### config.mk
export PLATFORM = sky130hd
export DESIGN_NAME = gpio_edge_interrupt_vectoring
export DESIGN_NICKNAME = d
export VERILOG_FILES = /design/src/sv/geiv_pkg.sv /design/src/sv/geiv_prio_enc.sv /design/src/sv/gpio_edge_interrupt_vectoring.sv
export SDC_FILE = /design/constraint.sdc
export NUM_CORES = 1
export LEC_CHECK = 0
export BUFFER_PORTS_ARGS = -buffer_cell sky130_fd_sc_hd__buf_2
export CAP_MARGIN = 10
export CORE_MARGIN = 5
export CORE_UTILIZATION = 30
export CTS_CLUSTER_SIZE = 30
export DETAILED_ROUTE_END_ITERATION = 8
export PLACE_DENSITY = 0.5
export SYNTH_ARGS = -nofsm -noshare
export SYNTH_HDL_FRONTEND = slang
export SYNTH_SLANG_ARGS = --single-unit
### constraint.sdc
create_clock -name clock -period 9.75 [get_ports clock]
set_clock_uncertainty 0.1 [all_clocks]
set_input_delay 0 -clock clock [delete_from_list [all_inputs] [get_ports clock]]
set_output_delay 0 -clock clock [all_outputs]
set_load 0.01 [all_outputs]
### src/sv/geiv_pkg.sv
// Shared types and constants for the GPIO edge interrupt vectoring block.
// Holds the payload structs, register indexes and operation codes; no dependencies.
`timescale 1ns / 1ps

package geiv_pkg;

   localparam int PIN_COUNT = 32;
   localparam int PIN_WIDTH = 5;
   localparam int WORD_WIDTH = 32;
   localparam int CSR_INDEX_WIDTH = 1;

   // Pins at or above PIN_COUNT are forced to zero everywhere.
   localparam logic [WORD_WIDTH-1:0] PIN_MASK =
      WORD_WIDTH'((64'd1 << PIN_COUNT) - 64'd1);

   localparam logic [CSR_INDEX_WIDTH-1:0] CSR_RISE_ENABLE = 1'd0;
   localparam logic [CSR_INDEX_WIDTH-1:0] CSR_FALL_ENABLE = 1'd1;

   localparam logic OP_SAMPLE  = 1'b0;
   localparam logic OP_SERVICE = 1'b1;

   localparam logic EDGE_RISING  = 1'b0;
   localparam logic EDGE_FALLING = 1'b1;

   typedef struct packed {
      logic                  op;
      logic [WORD_WIDTH-1:0] pin_levels;
   } req_type;

   typedef struct packed {
      logic                  irq_pending;
      logic                  vector_valid;
      logic                  vector_edge;
      logic [PIN_WIDTH-1:0]  vector_pin;
      logic [WORD_WIDTH-1:0] rise_status;
      logic [WORD_WIDTH-1:0] fall_status;
   } rsp_type;

endpackage

### src/sv/geiv_prio_enc.sv
// Five-level binary-search priority encoder: index of the highest set bit.
// Depends on geiv_pkg for the word and pin widths.
`timescale 1ns / 1ps

module geiv_prio_enc (
   input  logic [geiv_pkg::WORD_WIDTH-1:0] word,
   output logic [geiv_pkg::PIN_WIDTH-1:0]  pin
);
   import geiv_pkg::*;

   always_comb begin
      logic [WORD_WIDTH-1:0] v;
      logic [PIN_WIDTH-1:0]  pos;
      v   = word;
      pos = '0;
      // Halve the window each level, keeping the upper half when it holds a bit.
      for (int lvl = PIN_WIDTH - 1; lvl >= 0; lvl--) begin
         if ((v >> (1 << lvl)) != '0) begin
            v   = v >> (1 << lvl);
            pos = pos | PIN_WIDTH'(1 << lvl);
         end
      end
      pin = pos;
   end

endmodule

### src/sv/gpio_edge_interrupt_vectoring.sv
// GPIO edge interrupt vectoring block: edge detection, sticky pending bits and
// the priority vector. Depends on geiv_pkg and geiv_prio_enc.
//
// Usage:
//   req channel (req_valid / req_stall / req_payload): op selects a sample of the
//   pin levels or a service of the highest pending interrupt. Every transfer
//   yields exactly one transfer on the rsp channel (rsp_valid / rsp_stall /
//   rsp_payload) carrying the vector and the pending status after that step.
//   csr port: csr_write_enable with csr_index 0 writes the rising enable mask,
//   index 1 the falling enable mask; write only while no result is in flight.
//   Output: each result is registered in the result register, or in the skid
//   register while a stalled result waits. Throughput: one item per cycle while
//   req_stall is low; edge detect, pending update and the five-level priority
//   encode all settle combinationally between request and result register.
//   Stall: a two-entry output buffer (result register plus skid register)
//   keeps taking requests while one result waits; req_stall rises only once
//   the skid register is full and drops as soon as the receiver drains it.
//   Reset: synchronous, clears enables, previous levels, pending bits and
//   both output valid flags.
`timescale 1ns / 1ps

module gpio_edge_interrupt_vectoring (
   input  logic                                  clock,
   input  logic                                  reset,
   input  logic                                  req_valid,
   output logic                                  req_stall,
   input  geiv_pkg::req_type                     req_payload,
   output logic                                  rsp_valid,
   input  logic                                  rsp_stall,
   output geiv_pkg::rsp_type                     rsp_payload,
   input  logic                                  csr_write_enable,
   input  logic [geiv_pkg::CSR_INDEX_WIDTH-1:0]  csr_index,
   input  logic [geiv_pkg::WORD_WIDTH-1:0]       csr_wdata
);
   import geiv_pkg::*;

   logic [WORD_WIDTH-1:0] rise_enable_ff, fall_enable_ff;
   logic [WORD_WIDTH-1:0] prev_levels_ff, prev_levels_in;
   logic [WORD_WIDTH-1:0] rise_pending_ff, rise_pending_in;
   logic [WORD_WIDTH-1:0] fall_pending_ff, fall_pending_in;

   rsp_type out_ff, skid_ff, result_in;
   logic    out_valid_ff, skid_valid_ff;

   logic                  req_transfer, rsp_transfer;
   logic [WORD_WIDTH-1:0] levels, pick_set, clear_mask;
   logic                  use_rise, found;
   logic [PIN_WIDTH-1:0]  pick_pin;

   assign req_stall    = skid_valid_ff;
   assign req_transfer = req_valid && !skid_valid_ff;
   assign rsp_transfer = out_valid_ff && !rsp_stall;
   assign rsp_valid    = out_valid_ff;
   assign rsp_payload  = out_ff;

   assign levels   = req_payload.pin_levels & PIN_MASK;
   assign use_rise = (rise_pending_ff != '0);
   assign pick_set = use_rise ? rise_pending_ff : fall_pending_ff;
   assign found    = (pick_set != '0);

   geiv_prio_enc u_prio_enc (
      .word (pick_set),
      .pin  (pick_pin)
   );

   assign clear_mask = ~(WORD_WIDTH'(1) << pick_pin);

   always_comb begin
      prev_levels_in  = prev_levels_ff;
      rise_pending_in = rise_pending_ff;
      fall_pending_in = fall_pending_ff;
      result_in       = '0;
      case (req_payload.op)
         OP_SAMPLE: begin
            rise_pending_in = (rise_pending_ff | (levels & ~prev_levels_ff & rise_enable_ff))
                              & PIN_MASK;
            fall_pending_in = (fall_pending_ff | (prev_levels_ff & ~levels & fall_enable_ff))
                              & PIN_MASK;
            prev_levels_in  = levels;
         end
         OP_SERVICE: begin
            if (found) begin
               rise_pending_in        = rise_pending_ff & clear_mask;
               fall_pending_in        = fall_pending_ff & clear_mask;
               result_in.vector_valid = 1'b1;
               result_in.vector_edge  = use_rise ? EDGE_RISING : EDGE_FALLING;
               result_in.vector_pin   = pick_pin;
            end
         end
         default: begin
         end
      endcase
      result_in.irq_pending = ((rise_pending_in | fall_pending_in) != '0);
      result_in.rise_status = rise_pending_in;
      result_in.fall_status = fall_pending_in;
   end

   always_ff @(posedge clock) begin
      if (reset) begin
         rise_enable_ff  <= '0;
         fall_enable_ff  <= '0;
         prev_levels_ff  <= '0;
         rise_pending_ff <= '0;
         fall_pending_ff <= '0;
      end else begin
         if (csr_write_enable) begin
            case (csr_index)
               CSR_RISE_ENABLE: rise_enable_ff <= csr_wdata;
               CSR_FALL_ENABLE: fall_enable_ff <= csr_wdata;
               default: begin
               end
            endcase
         end
         if (req_transfer) begin
            prev_levels_ff  <= prev_levels_in;
            rise_pending_ff <= rise_pending_in;
            fall_pending_ff <= fall_pending_in;
         end
      end
   end

   // Output buffer: the skid entry always drains into the result register first.
   always_ff @(posedge clock) begin
      if (reset) begin
         out_valid_ff  <= 1'b0;
         skid_valid_ff <= 1'b0;
      end else if (skid_valid_ff) begin
         if (rsp_transfer) begin
            out_ff        <= skid_ff;
            skid_valid_ff <= 1'b0;
         end
      end else if (req_transfer) begin
         if (!out_valid_ff || rsp_transfer) begin
            out_ff       <= result_in;
            out_valid_ff <= 1'b1;
         end else begin
            skid_ff       <= result_in;
            skid_valid_ff <= 1'b1;
         end
      end else if (rsp_transfer) begin
         out_valid_ff <= 1'b0;
      end
   end

endmodule

==> impl_metrics.tcl, run 1 <==
set metrics [dict create \
    endpoint_kind "flip-flop" \
    final_cells 2286 \
    critPathCapture "rsp_payload[71]" \
    yosysWarnings 0 \
    cts-root-buf "clkbuf_16" \
    hold_buffers 76 \
    drv_slew 0 \
    routedWlPerCell_um 24.4 \
    portBuffers 144 \
    nNetsFinal 1729 \
    ios 145 \
    dieArea_um2 50300 \
    yosys.area.top_type "edfxtp_1" \
    ir_drop_uv 105 \
    firstDrtPassIters 5 \
    cts_made_buffers 35 \
    async_flop_share 0 \
    utilization 0.376 \
    cts.sinks 306 \
    syn_to_final_growth_pct 23.7 \
    die_h_um 224 \
    crit_type "reg -> reg" \
    worstHoldPathType "in -> reg" \
    post-route-period-util 0.581 \
    cts_tree "yes" \
    dp_hpwl_mm 41.8 \
    fin_setup_tns_ps 0 \
    drive_gt1_frac 0.180 \
    h-tree-depth 2 \
    gp_congestion 0.989 \
    cp-startpoint "rise_pending_ff[7]" \
    tightest_slew_ps 1290 \
    cp_max_fo 21 \
    drtAntennaViolNets 0 \
    rsz0062_at_grt "no" \
    clk_pin_slew_ps 60 \
    reg2reg_slack_ps 4090 \
    reg2regPathDepth 11 \
    timing.fmax_ghz 0.177 \
    crit_required_ps 9930 \
    start_util 0.304 \
    grt_max_degree 83 \
    finalWirelength_mm 55.9 \
    synth_area_um2 13800 \
    final_area_um2 17000 \
    via_count 12100 \
    max_slew_margin 0.129 \
    antenna_found_initial 0 \
    grt.overflow.total 0 \
    hold_slack_ps 62.3 \
    avgViaCountPerCell 5.31 \
    avgSynthCellArea_um2 9.40 \
    first_global_vias 11600 \
    clkLatencyLatePin_ps 540 \
    post_cts_buffers 0 \
    layout_common_cells "366 x nand2_1, 190 x a21oi_1, 161 x dfxtp_1, 146 x buf_2, 144 x edfxtp_1" \
    synth_cells 1465 \
    rr_endpoint "rsp_payload[71]" \
    post-place-cells 2142 \
    netlist-cell-type-count 81 \
    chipWidth_um 224 \
    max-cap-violations 0 \
    crit_arrival_ps 5840 \
    core_um2 45400 \
    route.detailed.drc 0 \
    start_kind "flip-flop" \
    r2r-start "rise_pending_ff[7]" \
    seq_area_frac_synth 0.549 \
    synthFlopType "dfxtp_1" \
    syn_nets 1536 \
    placed_area_um2 15100 \
    ys_top_cells_by_area "edfxtp_1 31%, dfxtp_1 24%, nand2_1 10%" \
    rows 78 \
    synth_edf_count 144 \
    power_density_nw_per_um2 186 \
    ys_ff_latch 306 \
    final_hold_viol_count 0 \
    setup_viol 0 \
    grt_pass1_wl_mm 81.0 \
    synth_top_area_frac 0.314 \
    drt_first_iter_violations 1070 \
    grt_util_all_layers 0.216 \
    ctsResizeCount 0 \
    cts_buffer_depth 3 \
    period_needed_ps 5660 \
    layout_commonest_cell "nand2_1" \
    status "finished, final reports clean" \
    p_leak_nw 6.23 \
]
==> metal layers <==
layer | wire, um | vias to the layer above | track usage
met2 | 24500 | 428 | 0.327
met5 | 0 | - | 0
met1 | 26000 | 5956 | 0.308
met3 | 4010 | 82 | 0.0586
li1 | - | 5678 | -
met4 | 1350 | 0 | 0.0568
==> area by class of cell <==
| cell class | instances | area, um^2 |
|---|---|---|
| antenna | 2 | 5.00 |
| timing repair buffer | 242 | 1650 |
| tap | 600 | 751 |
| fill | 4640 | 28300 |
| sequential | 306 | 7570 |
| clock buffer | 53 | 1060 |
| clock inverter | 10 | 101 |
| inverter | 14 | 52.6 |
| multi-input combinational | 1059 | 5850 |
==> sequential cells by signal, indices dropped and copies added, names as in the netlist <==
name and flops:
prev_levels_ff 32, fall_enable_ff 32, req_stall 1, rsp_payload 72, rise_enable_ff 32, rsp_valid 1
rise_pending_ff 32, skid_ff 72, fall_pending_ff 32
==> power breakdown <==
group	switching (mW)	total, mW	internal [mW]	leakage (nW)
sequential	0.0254	1.42	1.39	2.61
clock	0.526	1.33	0.801	0.572
combinational	0.289	0.427	0.138	3.05
==> Yosys cell counts, drive strengths merged, types with 6 or more instances <==
cell type and count:
mux2 42, nor2 136, nor3 26, nor4 24, a31oi 41, or3 6, clkbuf 64, a21oi 193
nand3 8, and2 11, and4 8, dfxtp 162, nor4bb 37, buf 22, o31ai 27, edfxtp 144
a41oi 7, o21ai 23, nand2b 7, nor2b 7, inv 14, nand4 9, nand2 367
==> per-stage QoR <==
| step | total power, mW | setup slack [ps] |
|---|---|---|
| 2_1_floorplan | 1.68 | 2550 |
| 3_3_place_gp | 1.85 | 4110 |
| 3_5_place_dp | 1.84 | 4160 |
| 4_1_cts | 3.20 | 4150 |
| 5_1_grt | 3.29 | 3780 |
| 6_report | 3.17 | 4090 |
==> worst max-delay path, cell delays in order (launching register included) <==
cell and delay, ps:
dfxtp_1 350, nor4_1 510, nand4_2 650, o41ai_1 650
nand2_1 190, a21oi_2 860, a21oi_1 260, nor3_2 320
nand4_1 300, a2111oi_0 790, and4b_1 340, a21oi_1 80
==> worst min path at each step <==
stage | startpoint | end | slack, ps | depth (start not counted)
2_1_floorplan | csr_wdata[0] | rise_enable_ff[0] | 40 | 2
3_3_place_gp | csr_wdata[30] | rise_enable_ff[30] | 150 | 3
3_5_place_dp | csr_wdata[28] | fall_enable_ff[28] | 160 | 3
4_1_cts | req_payload[32] | rsp_payload[63] | 30 | 2
5_1_grt | req_payload[32] | rsp_payload[63] | 110 | 2
6_report | req_payload[32] | rsp_payload[63] | 60 | 2
==> cell families after synthesis <==
| logic type | Yosys count | share of synthesized area |
|---|---|---|
| AO/OA/AOI/OAI | 352 | 0.158 |
| buffers and inverters | 100 | 0.0293 |
| flip-flops | 306 | 0.549 |
| multiplexers | 43 | 0.0351 |
| AND/OR/NAND/NOR | 664 | 0.228 |
Power figures use the tool's default switching activity.
==> inputs of run 2 (changes only) <==
- PLACE_DENSITY: 0.5 -> 0.52
- clock period: 9.75 -> 5.05 ns (I/O delays scaled with it)
==> run 2 against run 1 <==
  * Cell count is 3.4% higher
  * Global-route usage up 1.3 points
  * Sequential power is 93% higher
  * Clock-buffer cell count fell by 3
  * Worst hold slack gained 95 ps
  * Largest power group unchanged
==> impl_metrics.tcl, run 2 (synthesis results as in run 1) <==
set metrics [dict create \
    reg2regPathDepth 13 \
    p_leak_nw 6.63 \
    reg2reg_slack_ps 370 \
    tightest_slew_ps 1300 \
    rr_endpoint "rsp_payload[71]" \
    dp_hpwl_mm 45.4 \
    grt_util_all_layers 0.230 \
    total_power_mw 6.22 \
    chipWidth_um 224 \
    layout_commonest_cell "nand2_1" \
    multi_input_area_um2 5870 \
    crit_type "reg -> reg" \
    nNetsFinal 1807 \
    core_um2 45400 \
    ff_latch_area_um2 7570 \
    timing.fmax_ghz 0.214 \
    cts-root-buf "clkbuf_16" \
    p_sw_frac 0.272 \
    finalWirelength_mm 59.4 \
    firstDrtPassIters 5 \
    critPathCapture "rsp_payload[71]" \
    post_cts_buffers 0 \
    cts_buffer_depth 3 \
    p_comb_frac 0.146 \
    post-place-ws_ps 249 \
    route.detailed.drc 0 \
    cp_max_fo 17 \
    clkLatencyLatePin_ps 550 \
    max_slew_margin 0.119 \
    max-cap-violations 0 \
    power_frac_seq 0.440 \
    drtAntennaViolNets 0 \
    h-tree-depth 2 \
    layout_common_cells "366 x nand2_1, 190 x a21oi_1, 161 x dfxtp_1, 144 x edfxtp_1, 143 x buf_2" \
    drive_gt1_frac 0.216 \
    routedWlPerCell_um 25.1 \
    r2r-start "rise_pending_ff[24]" \
    final_hold_viol_count 0 \
    gp_congestion 0.949 \
    start_kind "flip-flop" \
    crit_arrival_ps 4850 \
    power_density_nw_per_um2 353 \
    worstHoldPathType "in -> reg" \
    cp-startpoint "rise_pending_ff[24]" \
    fin_setup_tns_ps 0 \
    syn_to_final_growth_pct 28.1 \
    setup_ws_ps 374 \
    cts_tree "yes" \
    clk_pin_slew_ps 60 \
    grt_pass1_wl_mm 85.1 \
    endpoint_kind "flip-flop" \
    post-route-period-util 0.926 \
    cts.sinks 306 \
    avgViaCountPerCell 5.27 \
    status "finished, final reports clean" \
    setup_viol 0 \
    drt_first_iter_violations 1064 \
    cts_made_buffers 35 \
    rsz0062_at_grt "no" \
    fillers 4622 \
    grt.overflow.total 0 \
    via_count 12500 \
    start_util 0.304 \
    portBuffers 144 \
    antenna_found_initial 2 \
    grt_max_degree 89 \
    hold_slack_ps 157 \
    rows 78 \
    ir_drop_uv 187 \
    ios 145 \
    clock_power_share 0.415 \
    switching_power_mw 1.69 \
    crit_required_ps 5220 \
    drv_slew 0 \
    first_global_vias 12000 \
    dieArea_um2 50300 \
    die_h_um 224 \
    intPower_mw 4.53 \
    period_needed_ps 4680 \
]
==> run 2: stage by stage <==
| step | area, um^2 | cells | utilization |
|---|---|---|---|
| final | 17600 | 2363 | 0.389 |
| after global routing | 17600 | 2362 | 0.389 |
| after CTS | 17600 | 2362 | 0.388 |
| after detailed placement | 15700 | 2224 | 0.346 |
| after global placement | 15700 | 2224 | 0.346 |
| after floorplan | 13800 | 1465 | - |
==> run 2: cell type report <==
type                            count  share of cell area
Timing Repair Buffer              320               0.127
Antenna cell                        1            0.000142
Tap cell                          600              0.0425
Sequential cell                   306               0.429
Multi-Input combinational cell   1059               0.333
Clock buffer                       50              0.0586
Clock inverter                     13             0.00681
Inverter                           14             0.00298
==> run 2: worst min path at each step <==
stage	startpoint	endpoint	depth (start not counted)
3_3_place_gp	csr_wdata[30]	rise_enable_ff[30]	3
3_5_place_dp	csr_wdata[0]	fall_enable_ff[0]	3
6_report	csr_wdata[0]	fall_enable_ff[0]	4
4_1_cts	csr_wdata[0]	fall_enable_ff[0]	4
5_1_grt	csr_wdata[14]	rise_enable_ff[14]	4
2_1_floorplan	csr_wdata[0]	rise_enable_ff[0]	2
==> run 2: routing by layer <==
metal / GRT usage / vias to the layer above / routed length [um] / part of all wire
met5: 0 / - / 9 / 0.00015
met4: 0.0691 / 2 / 1770 / 0.030
met3: 0.0457 / 80 / 3820 / 0.064
met2: 0.355 / 448 / 26400 / 0.44
met1: 0.328 / 6091 / 27400 / 0.46
li1: - / 5837 / - / -
==> run 2: timing repair <==
item	in CTS	in global routing
hold buffers	75	0
endpoints found under the hold margin	122	0
setup endpoints to repair	0	2
resized for setup	0	2
==> run 2: critical path, cell delays in order (launching register included) <==
cell,delay [ps]
dfxtp_1,400
nor2_1,490
nand3_1,390
nor2_4,430
buf_4,250
nand4b_1,110
a211o_1,430
a21oi_2,150
buf_4,250
a41oi_1,330
nor4_1,500
nand3_1,240
nor3_1,220
a21oi_1,100
==> run 2: power groups by stage <==
stage               registers, mW  logic, mW  clock network [mW]
finish                       2.74      0.906                2.58
detailed placement           2.79      0.849                   0
floorplan                    2.79      0.457                   0
global placement             2.79      0.863                   0
CTS                          2.74      0.896                2.64
global route                 2.74      0.964                2.74
==> inputs of run 3 (changes only) <==
==> constraint.sdc (replaced) <==
create_clock -name clock -period 5.05 [get_ports clock]
set_clock_uncertainty 0.1 [all_clocks]
set_input_delay 1.01 -clock clock [delete_from_list [all_inputs] [get_ports clock]]
set_output_delay 1.01 -clock clock [all_outputs]
set_load 0.01 [all_outputs]
==> run 3 against run 2 <==
  * Cell count shrank 2.4%
  * Register-to-register slack lost 360 ps
  * Die area is the same
  * Fmax shrank 7.1%
  * Sequential cell count is the same
  * Clock-buffer cell count grew 2
  * Via count shrank 1.4%
  * Setup slack lost 360 ps
  * Design area shrank 3.5%
  * Worst hold slack gained 190 ps
  * Highest routed layer is now met4
==> impl_metrics.tcl, run 3 (synthesis results as in run 1) <==
set metrics [dict create \
    total_power_mw 6.18 \
    cp_top_family "simple AND/OR/NAND/NOR gates" \
    power_frac_seq 0.443 \
    dp_hpwl_mm 45.1 \
    portBuffers 144 \
    final_area_um2 17000 \
    layout_commonest_cell "nand2_1" \
    intPower_mw 4.49 \
    endpoint_kind "flip-flop" \
    timing.fmax_ghz 0.199 \
    layout_common_cells "366 x nand2_1, 190 x a21oi_1, 161 x dfxtp_1, 144 x edfxtp_1, 143 x buf_2" \
    first_global_vias 11600 \
    drv_slew 0 \
    cts_made_buffers 36 \
    start_kind "flip-flop" \
    ff_latch_area_um2 7570 \
    crit_arrival_ps 5210 \
    rows 78 \
    h-tree-depth 2 \
    chipWidth_um 224 \
    setup_ws_ps 18.5 \
    nNetsFinal 1753 \
    start_util 0.304 \
    dieArea_um2 50300 \
    antenna_found_initial 1 \
    p_sw_frac 0.272 \
    worstHoldPathType "reg -> reg" \
    cp_max_fo 7 \
    path_cells "nor4_1 -> nand4_1 -> buf_4 -> o21ai_0 -> nand3b_1 -> a211o_4 -> or3_1 -> o32a_1 -> nor4_1 -> nand4_1 -> and4b_1 -> a21oi_1" \
    cts-root-buf "clkbuf_16" \
    reg2regPathDepth 12 \
    grt_util_all_layers 0.226 \
    ir_drop_uv 190 \
    setup_viol 0 \
    tightest_slew_ps 1250 \
    multi_input_area_um2 5870 \
    placed_area_um2 15900 \
    max-cap-violations 0 \
    ios 145 \
    die_h_um 224 \
    p_comb_frac 0.144 \
    drtAntennaViolNets 0 \
    cts.sinks 306 \
    status "finished, final reports clean" \
    path_buf_inv 1 \
    grt_max_degree 78 \
    clock_power_share 0.413 \
    route.detailed.drc 0 \
    drt_first_iter_violations 1171 \
    cts_buffer_depth 3 \
    worst_path_max_delay_cell "nor4_1" \
    drive_gt1_frac 0.234 \
    gp_congestion 0.986 \
    cts_tree "yes" \
    post-route-period-util 0.996 \
    hold_path_depth 2 \
    final_hold_viol_count 0 \
    clk_pin_slew_ps 60 \
    post-place-ws_ps 67.4 \
    avgViaCountPerCell 5.33 \
    fillers 4686 \
    power_density_nw_per_um2 363 \
    grt.overflow.total 0 \
    worst-path-stages 12 \
    switching_power_mw 1.68 \
    hold_slack_ps 350 \
    max_stage_delay_ps 610 \
    crit_required_ps 5230 \
    crit_type "reg -> reg" \
    grt_pass1_wl_mm 83.2 \
    firstDrtPassIters 5 \
    clkLatencyLatePin_ps 550 \
    routedWlPerCell_um 25.3 \
    period_needed_ps 5030 \
    via_count 12300 \
    hold_buffers 0 \
    p_leak_nw 6.41 \
    finalWirelength_mm 58.5 \
    fin_setup_tns_ps 0 \
    diodes 0 \
    max_slew_margin 0.153 \
    core_um2 45400 \
    syn_to_final_growth_pct 23.7 \
    rsz0062_at_grt "no" \
]
==> run 3: cell types whose count changed in the layout (fill, tap and decap cells not counted), moves of 2 or more <==
| cell | change |
|---|---|
| buf_4 | +19 |
| clkbuf_1 | +4 |
| clkbuf_8 | -2 |
| dlygate4sd3_1 | -75 |
| nand2b_1 | -2 |
| nand2b_2 | +2 |
==> run 3: path summary, 6_finish.rpt <==
| kind | startpoint | endpoint | slack [ps] |
|---|---|---|---|
| max | fall_pending_ff[21] | rsp_payload[71] | 20 |
| min | rise_enable_ff[0] | rise_enable_ff[0] | 350 |
| max reg2reg | fall_pending_ff[21] | rsp_payload[71] | 20 |
| min reg2reg | rise_enable_ff[0] | rise_enable_ff[0] | 350 |
==> run 3: what timing repair did <==
| item | CTS | global route |
|---|---|---|
| buffers inserted | 0 | 0 |
| setup endpoints to repair | 0 | 2 |
| hold endpoints to repair | 0 | 0 |
| gates resized for setup | 0 | 1 |
==> run 3: final cells by class <==
type,count,area share
well taps,600,0.0441
clock inverters,11,0.00661
multi-input cells,1059,0.344
inverters,14,0.00309
clock buffers,52,0.0600
flip-flops and latches,306,0.445
repair buffers,265,0.0973
==> run 3: power by group through the flow <==
stage	Sequential [mW]	Combinational (mW)	Clock [mW]
final	2.73	0.890	2.55
after global routing	2.74	0.944	2.70
after CTS	2.73	0.884	2.62
after detailed placement	2.79	0.881	0
after global placement	2.78	0.895	0
after floorplan	2.79	0.458	0
==> run 3: worst min-delay path, delay by kind of cell, from the launching register on <==
family,cells,cell delay (ps)
AOI/OAI and AO/OA,1,50
DFF,1,300
and+or+nand+nor,1,50
==> run 3: stage by stage <==
step / cells / utilization
finish: 2307 / 0.375
global route: 2307 / 0.375
CTS: 2307 / 0.375
detailed placement: 2244 / 0.350
global placement: 2244 / 0.350
floorplan: 1465 / -
==> run 3: per-layer routing <==
metal	vias up	routed length, um	track usage
met5	-	0	0
met3	93	4340	0.0365
met4	0	1860	0.0731
met2	517	25600	0.344
li1	5722	-	-
met1	5954	26600	0.329
